[config.mk]
export PLATFORM = sky130hd
export DESIGN_NAME = pea_ctrl
export DESIGN_NICKNAME = d
export VERILOG_FILES = /design/src/pea_pkg.sv /design/src/pea_ctrl.sv
export SDC_FILE = /design/constraint.sdc
export NUM_CORES = 1
export LEC_CHECK = 0
export BUFFER_PORTS_ARGS = -buffer_cell sky130_fd_sc_hd__buf_2
export CAP_MARGIN = 20
export CORE_MARGIN = 10
export CORE_UTILIZATION = 45
export DETAILED_ROUTE_END_ITERATION = 7
export PLACE_DENSITY = 0.73
export SYNTH_ARGS = -nofsm -noshare
export SYNTH_HDL_FRONTEND = slang
export SYNTH_SLANG_ARGS = --single-unit
[constraint.sdc]
create_clock -name clk -period 8.07 [get_ports clk]
set_input_delay 1.614 -clock clk [delete_from_list [all_inputs] [get_ports clk]]
set_output_delay 1.614 -clock clk [all_outputs]
set_load 0.02 [all_outputs]
[src/pea_pkg.sv]
package pea_pkg;

  localparam int RING_DEPTH = 128;
  localparam int PTR_W      = (RING_DEPTH > 1) ? $clog2(RING_DEPTH) : 1;
  localparam int COORD_W    = 32;
  localparam int BTN_W      = 3;
  localparam int CNT_W      = 32;
  localparam int ENTRY_W    = 2 * COORD_W + BTN_W;

  localparam logic [COORD_W-1:0] LIMIT_RESET  = 32'd32767;
  localparam logic [COORD_W-1:0] CENTER_RESET = 32'd16383;

  // item kinds
  typedef enum logic [1:0] {
    ACT_EVENT = 2'd0,
    ACT_FLUSH = 2'd1,
    ACT_READ  = 2'd2,
    ACT_NONE  = 2'd3
  } action_t;

  // event classes
  localparam logic [15:0] EV_SYN = 16'd0;
  localparam logic [15:0] EV_KEY = 16'd1;
  localparam logic [15:0] EV_REL = 16'd2;
  localparam logic [15:0] EV_ABS = 16'd3;

  // event codes
  localparam logic [15:0] AXIS_X         = 16'd0;
  localparam logic [15:0] AXIS_Y         = 16'd1;
  localparam logic [15:0] SYNC_FRAME_END = 16'd0;
  localparam logic [15:0] KEY_LEFT       = 16'h0110;
  localparam logic [15:0] KEY_RIGHT      = 16'h0111;
  localparam logic [15:0] KEY_MIDDLE     = 16'h0112;

  // config register indexes
  localparam logic [0:0] REG_LIMIT_X = 1'b0;
  localparam logic [0:0] REG_LIMIT_Y = 1'b1;

  // ring access request for one item
  typedef struct packed {
    logic               we;
    logic [PTR_W-1:0]   waddr;
    logic [ENTRY_W-1:0] wdata;
    logic               re;
    logic [PTR_W-1:0]   raddr;
    logic               fwd;
  } ring_req_t;

  // pointer state and statistics after one item
  typedef struct packed {
    logic               report_valid;
    logic [COORD_W-1:0] now_x;
    logic [COORD_W-1:0] now_y;
    logic [BTN_W-1:0]   now_buttons;
    logic [CNT_W-1:0]   raw_count;
    logic [CNT_W-1:0]   queued_count;
    logic [CNT_W-1:0]   dropped_count;
    logic [CNT_W-1:0]   read_count;
  } item_status_t;

endpackage

[src/pea_ctrl.sv]
module pea_ctrl
  import pea_pkg::*;
(
  input  logic               clk,
  input  logic               rst,
  input  logic               take,
  input  logic [1:0]         action,
  input  logic [15:0]        event_type,
  input  logic [15:0]        event_code,
  input  logic [31:0]        event_value,
  input  logic               cfg_we,
  input  logic [0:0]         cfg_index,
  input  logic [31:0]        cfg_data,
  output ring_req_t          req,
  output item_status_t       status
);

  logic [COORD_W-1:0] limit_x;
  logic [COORD_W-1:0] limit_y;
  logic [COORD_W-1:0] pos_x, pos_x_next;
  logic [COORD_W-1:0] pos_y, pos_y_next;
  logic [BTN_W-1:0]   buttons, buttons_next;
  logic               pending, pending_next;
  logic [PTR_W-1:0]   rptr, rptr_next, rptr_inc;
  logic [PTR_W-1:0]   wptr, wptr_next, wptr_inc;
  logic [CNT_W-1:0]   cnt_raw, cnt_queued, cnt_dropped, cnt_reads;
  logic [CNT_W-1:0]   cnt_raw_next, cnt_queued_next, cnt_dropped_next, cnt_reads_next;
  logic [BTN_W-1:0]   key_bit;
  logic               push_try, push_ok, do_read, rd_hit;
  logic [COORD_W-1:0] rel_x, rel_y;

  // saturating signed move
  function automatic logic [COORD_W-1:0] move_axis(
    input logic [COORD_W-1:0] pos,
    input logic [COORD_W-1:0] delta,
    input logic [COORD_W-1:0] limit
  );
    logic signed [COORD_W+1:0] sum;
    sum = $signed({2'b00, pos}) + $signed({{2{delta[COORD_W-1]}}, delta});
    if (sum[COORD_W+1]) begin
      return '0;
    end else if (sum[COORD_W:0] > {1'b0, limit}) begin
      return limit;
    end else begin
      return sum[COORD_W-1:0];
    end
  endfunction

  assign rel_x    = move_axis(pos_x, event_value, limit_x);
  assign rel_y    = move_axis(pos_y, event_value, limit_y);
  assign rptr_inc = (rptr == PTR_W'(RING_DEPTH - 1)) ? '0 : rptr + PTR_W'(1);
  assign wptr_inc = (wptr == PTR_W'(RING_DEPTH - 1)) ? '0 : wptr + PTR_W'(1);

  always_comb begin
    case (event_code)
      KEY_LEFT:   key_bit = 3'b001;
      KEY_RIGHT:  key_bit = 3'b010;
      KEY_MIDDLE: key_bit = 3'b100;
      default:    key_bit = 3'b000;
    endcase
  end

  always_comb begin
    pos_x_next   = pos_x;
    pos_y_next   = pos_y;
    buttons_next = buttons;
    pending_next = pending;
    push_try     = 1'b0;
    do_read      = 1'b0;
    cnt_raw_next = cnt_raw;
    cnt_reads_next = cnt_reads;
    case (action_t'(action))
      ACT_EVENT: begin
        cnt_raw_next = cnt_raw + CNT_W'(1);
        case (event_type)
          EV_ABS: begin
            if (event_code == AXIS_X) begin
              pos_x_next   = event_value;
              pending_next = 1'b1;
            end else if (event_code == AXIS_Y) begin
              pos_y_next   = event_value;
              pending_next = 1'b1;
            end
          end
          EV_REL: begin
            if (event_code == AXIS_X) begin
              pos_x_next   = rel_x;
              pending_next = 1'b1;
            end else if (event_code == AXIS_Y) begin
              pos_y_next   = rel_y;
              pending_next = 1'b1;
            end
          end
          EV_KEY: begin
            if (key_bit != '0) begin
              buttons_next = (event_value != '0) ? (buttons | key_bit) : (buttons & ~key_bit);
              pending_next = 1'b1;
            end
          end
          EV_SYN: begin
            push_try = pending && (event_code == SYNC_FRAME_END);
          end
          default: ;
        endcase
      end
      ACT_FLUSH: begin
        push_try = pending;
      end
      ACT_READ: begin
        push_try       = pending;
        do_read        = 1'b1;
        cnt_reads_next = cnt_reads + CNT_W'(1);
      end
      default: ;
    endcase
    if (push_try) begin
      pending_next = 1'b0;
    end
  end

  // one slot stays free
  assign push_ok          = push_try && (wptr_inc != rptr);
  assign wptr_next        = push_ok ? wptr_inc : wptr;
  assign rd_hit           = do_read && (rptr != wptr_next);
  assign rptr_next        = rd_hit ? rptr_inc : rptr;
  assign cnt_queued_next  = push_ok ? cnt_queued + CNT_W'(1) : cnt_queued;
  assign cnt_dropped_next = (push_try && !push_ok) ? cnt_dropped + CNT_W'(1) : cnt_dropped;

  always_comb begin
    req.we    = take && push_ok;
    req.waddr = wptr;
    req.wdata = {buttons, pos_y, pos_x};
    req.re    = take && rd_hit;
    req.raddr = rptr;
    // read slot is the one written by this same item
    req.fwd   = push_ok && (rptr == wptr);
  end

  always_comb begin
    status.report_valid  = rd_hit;
    status.now_x         = pos_x_next;
    status.now_y         = pos_y_next;
    status.now_buttons   = buttons_next;
    status.raw_count     = cnt_raw_next;
    status.queued_count  = cnt_queued_next;
    status.dropped_count = cnt_dropped_next;
    status.read_count    = cnt_reads_next;
  end

  always_ff @(posedge clk) begin
    if (rst) begin
      limit_x <= LIMIT_RESET;
      limit_y <= LIMIT_RESET;
    end else if (cfg_we) begin
      case (cfg_index)
        REG_LIMIT_X: limit_x <= cfg_data;
        REG_LIMIT_Y: limit_y <= cfg_data;
        default: ;
      endcase
    end
  end

  always_ff @(posedge clk) begin
    if (rst) begin
      pos_x       <= CENTER_RESET;
      pos_y       <= CENTER_RESET;
      buttons     <= '0;
      pending     <= 1'b1;
      rptr        <= '0;
      wptr        <= '0;
      cnt_raw     <= '0;
      cnt_queued  <= '0;
      cnt_dropped <= '0;
      cnt_reads   <= '0;
    end else if (take) begin
      pos_x       <= pos_x_next;
      pos_y       <= pos_y_next;
      buttons     <= buttons_next;
      pending     <= pending_next;
      rptr        <= rptr_next;
      wptr        <= wptr_next;
      cnt_raw     <= cnt_raw_next;
      cnt_queued  <= cnt_queued_next;
      cnt_dropped <= cnt_dropped_next;
      cnt_reads   <= cnt_reads_next;
    end
  end

`ifndef SYNTH
  a_fwd_needs_both: assert property (@(posedge clk) disable iff (rst)
    (req.fwd && req.re) |-> req.we)
    else $error("forward without a ring write");

  a_flush_clears: assert property (@(posedge clk) disable iff (rst)
    (take && (action == ACT_FLUSH)) |=> !pending)
    else $error("pending change left after flush");

  a_push_counted: assert property (@(posedge clk) disable iff (rst)
    (take && push_try) |=>
      ((cnt_queued != $past(cnt_queued)) || (cnt_dropped != $past(cnt_dropped))))
    else $error("report push neither queued nor dropped");

  // a push that is not read back by the same item leaves the ring non-empty
  a_write_leaves_gap: assert property (@(posedge clk) disable iff (rst)
    (take && push_ok && !rd_hit) |=> (wptr != rptr))
    else $error("ring became empty after a push");
`endif

endmodule

==> metrics.yaml, run 1 <==
synth_top_area_share_pct: 25.4
cts_tree: "yes"
ys_types: 96
reg2reg_depth: 24
wl_um: 92000
netlist_instances: 2925
io_pins: 383
yosysSeqAreaShare_pct: 25.4
cap_violations: 0
drt_first_pass_iters: 8
synth_edf_count: 0
clockRootBuffer: "clkbuf_16"
worstPathArrival_ns: 6.35
fin_ws_ns: 0.103
track_usage_pct: 30.4
combinationalPowerShare_pct: 19.8
place_congestion: 1.01
clk_latency_ns: 0.57
cts_max_level: 2
antenna_found_initial: 3
layout_commonest_cell: "nand2_1"
drive_gt1_share_pct: 22.1
nets: 3605
syn2layout_area_growth_pct: 24.1
coreArea_sq_um: 47600
dp_slack_ns: -0.398
drcViolationCount: 0
grt_start_max_net_pins: 95
clock_path_buffers: 3
stdcell_count: 4000
ys_top_cells_by_area: "dfxtp_1 (25%), ha_1 (8.0%), xor2_1 (7.8%), nand2_1 (6.8%), nor2_1 (5.7%)"
clock_skew_ns: 0.0172
rows: 80
ff2ff_setup_slack_ns: 2.93
worst_pin_slew_ns: 1.03
worst_setup_path_start_kind: "primary input"
p_seq_share_pct: 37.3
vias: 24200
worstPathRequired_ns: 6.46
holdPathEnd: "limit_y[24]$_SDFFE_PP0P_"
holdPathStages: 2
maxSlewHeadroom_pct: 30.8
final_hold_viol_count: 0
cp-end-kind: "output pin"
slew_violations: 0
p_sw_share_pct: 30.7
min_period_over_period_pct: 98.7
initial_core_util_pct: 45.4
ys_seq_elements: 274
synth.largest_area_cell: "dfxtp_1"
mostFrequentLayoutCells: "nand2_1 (389), buf_2 (371), nor2_1 (328), dfxtp_1 (274), a21oi_1 (225)"
ir_drop_mv: 0.145
placedCellCount: 3916
hp-start: "limit_y[24]$_SDFFE_PP0P_"
syn_nets: 3169
dieArea_sq_um: 57200
cts_buffers: 36
max_freq_ghz: 0.126
finalSetupViolations: 0
synth-main-ff-cell: "dfxtp_1"
cp_max_fo: 7
post_synth.cell_area_avg_sq_um: 7.40
ys_async_sr_fraction_pct: 0
worst-setup-path-type: "in2out"
cellLeakagePower_nw: 12.0
drt_iter0_markers: 2483
die_y_um: 239
die_x_um: 239
hpwl_um: 71300
netlist_area_sq_um: 21600
p_sw_w: 0.00115
grt_pass1_wl_um: 136000
rr_startpoint: "pos_x[0]$_SDFFE_PP1P_"
numPortBuffers: 382
grt_pass1_vias: 22800
outcome: "complete, no violations"
hold_path.class: "reg2reg"
path_clk_slew_ns: 0.06
grt_overflow: 0
clock-sinks: 274
ys.warnings.count: 0
rr_endpoint: "pos_x[4]$_SDFFE_PP1P_"
clockPowerShare_pct: 42.9
intPower_w: 0.00260
postRouteAntennaNets: 0
wl_per_cell_um: 23.0
viasPerCell: 6.04
period_needed_ns: 7.97
p_per_area_nw_per_um2: 140
==> timing repair <==
action | 4_1_cts | 5_1_grt
pin swaps | 8 | 53
endpoints found under the setup margin | 58 | 64
hold buffers | 0 | 0
buffers inserted | 5 | 17
gates resized for setup | 27 | 105
gates cloned | 0 | 0
==> flip-flops by register name, indices dropped and copies added, names as in the netlist <==
name         flops
limit_x         32
pos_x           32
cnt_raw         32
buttons          3
pending          1
cnt_queued      32
rptr             7
wptr             7
cnt_dropped     32
pos_y           32
limit_y         32
cnt_reads       32
==> power by group through the flow <==
stage / clock (W) / combinational (W) / sequential [W]
after floorplan: 0 / 0.000407 / 0.00142
after global placement: 0 / 0.000676 / 0.00143
after detailed placement: 0 / 0.000674 / 0.00143
after CTS: 0.00162 / 0.000689 / 0.00140
after global routing: 0.00167 / 0.000796 / 0.00140
final: 0.00161 / 0.000742 / 0.00140
==> how the worst max path moves through the flow <==
stage	from	endpoint	slack (ns)	cells past startpoint
finish	event_value[0]	status[163]	0.10	24
global route	event_value[0]	status[176]	-0.07	26
CTS	event_value[0]	status[151]	0.003	24
detailed placement	event_value[6]	status[151]	-0.40	23
global placement	event_value[6]	status[151]	-0.37	23
floorplan	event_value[0]	status[145]	0.36	23
==> layout make-up <==
class                      instances  area [sq um]
antenna                            3          7.51
clock buffer                      48          1010
clock inverter                    11           143
fill                            4557         20800
inverter                         119           447
multi-input combinational       2370         15600
sequential                       274          5490
tap                              615           769
timing repair buffer             560          3360
==> through the flow <==
stage          TNS (ns)  cell area [sq um]  total power (W)  hold WS (ns)  util (%)
4_1_cts               0              26200          0.00371         0.456      55.1
2_1_floorplan         0              21600          0.00183         0.436         -
3_5_place_dp      -7.41              24900          0.00210         0.449      52.2
5_1_grt          -0.779              26800          0.00387         0.482      56.3
3_3_place_gp      -5.73              24900          0.00210         0.442      52.2
6_report              0              26900          0.00375         0.460      56.4
==> critical path, stage by stage <==
cell,delay [ns]
buf_2,0.12
buf_4,0.16
ha_2,0.21
fa_2,0.37
a211oi_2,0.22
o211ai_1,0.22
nand4_1,0.16
buf_4,0.15
nand3_4,0.10
o21a_2,0.26
xor2_1,0.16
ha_1,0.30
nand4_1,0.16
nor4_2,0.39
nand2_1,0.15
o21ai_2,0.17
nor3_2,0.05
o21ai_2,0.18
a22oi_4,0.09
buf_12,0.17
mux2_2,0.22
nand2_1,0.07
a31oi_1,0.39
buf_2,0.25
==> routing by layer <==
layer,wire (um),global-route usage (%),vias to the layer above
met5,26,0,-
met4,5810,17.0,4
met3,9590,6.90,296
met2,40500,48.8,1306
met1,36100,37.1,11300
li1,-,-,11300
==> Yosys cell counts (51+ instances only) <==
library cell / count
nand4_1: 68
dfxtp_1: 274
clkbuf_1: 119
and3_1: 59
xnor2_1: 116
o21ai_0: 114
inv_1: 118
xor2_1: 192
a21oi_1: 238
nand3_1: 117
nor3_1: 51
nand2_1: 391
ha_1: 139
nor2_1: 331
==> cells by family after synthesis <==
logic type | synth area share [%]
flops | 25.4
mux | 2.49
xor+xnor | 12.5
buf+inv | 5.06
simple gates | 25.0
compound gates | 21.4
fa+ha+maj | 8.22
Note: power is estimated with default switching activity, not from simulation.
==> inputs of run 2 (changes only) <==
--- a/config.mk
+++ b/config.mk
@@ -10,6 +10,7 @@
 export CORE_MARGIN = 10
 export CORE_UTILIZATION = 45
 export DETAILED_ROUTE_END_ITERATION = 7
+export MAX_ROUTING_LAYER = met4
 export PLACE_DENSITY = 0.73
 export SYNTH_ARGS = -nofsm -noshare
 export SYNTH_HDL_FRONTEND = slang
==> constraint.sdc (replaced) <==
create_clock -name clk -period 8.42 [get_ports clk]
set_input_delay 1.684 -clock clk [delete_from_list [all_inputs] [get_ports clk]]
set_output_delay 1.684 -clock clk [all_outputs]
set_load 0.02 [all_outputs]
==> run 2 against run 1 <==
Global-route usage rose by 1.2 points. Flip-flop and latch count is the same. Power decreased by 4.4%.
==> metrics.yaml, run 2 (synthesis results as in run 1) <==
clock_skew_ns: 0.0213
grt_start_max_net_pins: 76
wl_per_cell_um: 23.6
fin_util_pct: 54.8
path_clk_slew_ns: 0.05
cellLeakagePower_nw: 11.7
clockRootBuffer: "clkbuf_16"
cp_max_fo: 30
cp_slowest_stage_delay_ns: 0.39
top_layer: "met4"
drt_first_pass_iters: 6
worstPathArrival_ns: 6.53
drcViolationCount: 0
finalSetupViolations: 0
syn2layout_area_growth_pct: 20.6
die_y_um: 239
die_x_um: 239
drt_iter0_markers: 2709
post-route-cell-area_sq_um: 26100
cp-end-kind: "output pin"
crit_path_cell_trace: "buf_2 > buf_4 > ha_1 > o21ai_0 > a211oi_1 > nand4_1 > a31oi_2 > nor2_1 > o21ai_0 > xor2_1 > ha_1 > a21o_1 > a21o_1 > a211oi_1 > o21bai_1 > a21oi_1 > o21ai_2 > a22oi_4 > buf_12 > mux2i_1 > o211ai_1 > o21a_1 > buf_2"
p_sw_w: 0.00111
p_sw_share_pct: 30.9
place_congestion: 0.999
p_seq_share_pct: 37.4
final_hold_viol_count: 0
outcome: "complete, no violations"
io_pins: 383
combinationalPowerShare_pct: 19.0
intPower_w: 0.00248
worst-setup-path-type: "in2out"
route.met2.wl_um: 40400
drive_gt1_share_pct: 19.5
coreArea_sq_um: 47600
worst_path_max_delay_cell: "a211oi_1"
cts_max_level: 2
cts_tree: "yes"
period_needed_ns: 8.22
met3_length_um: 9920
dieArea_sq_um: 57200
worst_pin_slew_ns: 1.09
postRouteAntennaNets: 0
cts_buffers: 35
numPortBuffers: 382
hpwl_um: 71900
place_area_sq_um: 24500
clk_latency_ns: 0.57
ir_drop_mv: 0.162
wirelength_met1_um: 37400
antenna_found_initial: 3
nets: 3539
layout_commonest_cell: "nand2_1"
grt_pass1_wl_um: 137000
wl_um: 92900
worst_setup_path_start_kind: "primary input"
track_usage_pct: 31.7
vias: 23900
mostFrequentLayoutCells: "nand2_1 (391), buf_2 (376), nor2_1 (327), dfxtp_1 (274), a21oi_1 (233)"
clock_path_buffers: 3
p_per_area_nw_per_um2: 137
clockPowerShare_pct: 43.6
min_period_over_period_pct: 97.6
holdBufCountCts: 0
rows: 80
worstPathRequired_ns: 6.74
grt_overflow: 0
viasPerCell: 6.06
hold_path.class: "reg2reg"
maxSlewHeadroom_pct: 27.3
grt_pass1_vias: 22100
initial_core_util_pct: 45.4
max_freq_ghz: 0.122
clock-sinks: 274
worst-path-buf-inv: 4
cpLargestDelayFamily: "compound AO/OA/AOI/OAI gates"
cap_violations: 0
slew_violations: 0
-- run 2: changes by cell type in the layout (fill, tap and decap cells not counted), moves of 4 or more --
cell     before  now
xnor2_1     111  115
o21ai_2       7    2
buf_4       176  112
a21oi_1     225  233
buf_2       371  376
buf_6         9    2
o21ai_0      99  106
ha_4          8    1
a21oi_2      13    5
xnor2_2       5    1
ha_1        130  135
-- run 2: layer usage --
layer  GRT usage [%]  up-vias
met5               -        -
met4            15.1        0
met3            5.84      252
met2            48.2     1328
met1            39.9    11200
li1                -    11100
-- run 2: area by class of cell --
cell class,count,area (sq um)
fillers,4607,21600
multi-input cells,2370,15300
flip-flops and latches,274,5490
repair buffers,495,2850
clock buffers,51,1030
well taps,615,769
inverters,119,447
clock inverters,12,156
diodes,6,15.0
-- run 2: final timing paths --
path | cells past startpoint | end | slack [ns] | start
worst min register to register | 2 | limit_y[21]$_SDFFE_PP0P_ | 0.46 | limit_y[21]$_SDFFE_PP0P_
worst min-delay path | 2 | limit_y[21]$_SDFFE_PP0P_ | 0.46 | limit_y[21]$_SDFFE_PP0P_
worst max-delay path | 23 | status[192] | 0.20 | event_value[7]
worst max register to register | 25 | pos_y[18]$_SDFFE_PP0P_ | 3.23 | pos_y[2]$_SDFFE_PP1P_
-- run 2: worst min-delay path, cell delays in order, from the launching register on --
cell	delay [ns]
dfxtp_1	0.31
nand2_1	0.05
a21oi_1	0.05
-- run 2: through the flow --
step / setup TNS [ns] / instances / total power (W) / setup slack [ns] / hold slack (ns)
floorplan: 0 / 2925 / 0.00175 / 0.570 / 0.436
global placement: 0 / 3866 / 0.00201 / 0.0351 / 0.444
global route: -0.174 / 3939 / 0.00370 / -0.0394 / 0.472
CTS: 0 / 3929 / 0.00355 / 0.0343 / 0.455
finish: 0 / 3942 / 0.00358 / 0.205 / 0.461
detailed placement: -0.269 / 3866 / 0.00201 / -0.0605 / 0.447
-- run 2: power by group through the flow --
stage	sequential [W]	clock, W	combinational (W)
CTS	0.00134	0.00157	0.000643
finish	0.00134	0.00156	0.000679
global placement	0.00137	0	0.000640
floorplan	0.00136	0	0.000390
detailed placement	0.00137	0	0.000637
global route	0.00134	0.00163	0.000728
-- run 2: what timing repair did --
action | CTS | global route
setup buffers | 0 | 6
gates resized for setup | 5 | 61
cloned | 0 | 1
endpoints found under the setup margin | 16 | 64
pin swaps | 2 | 19
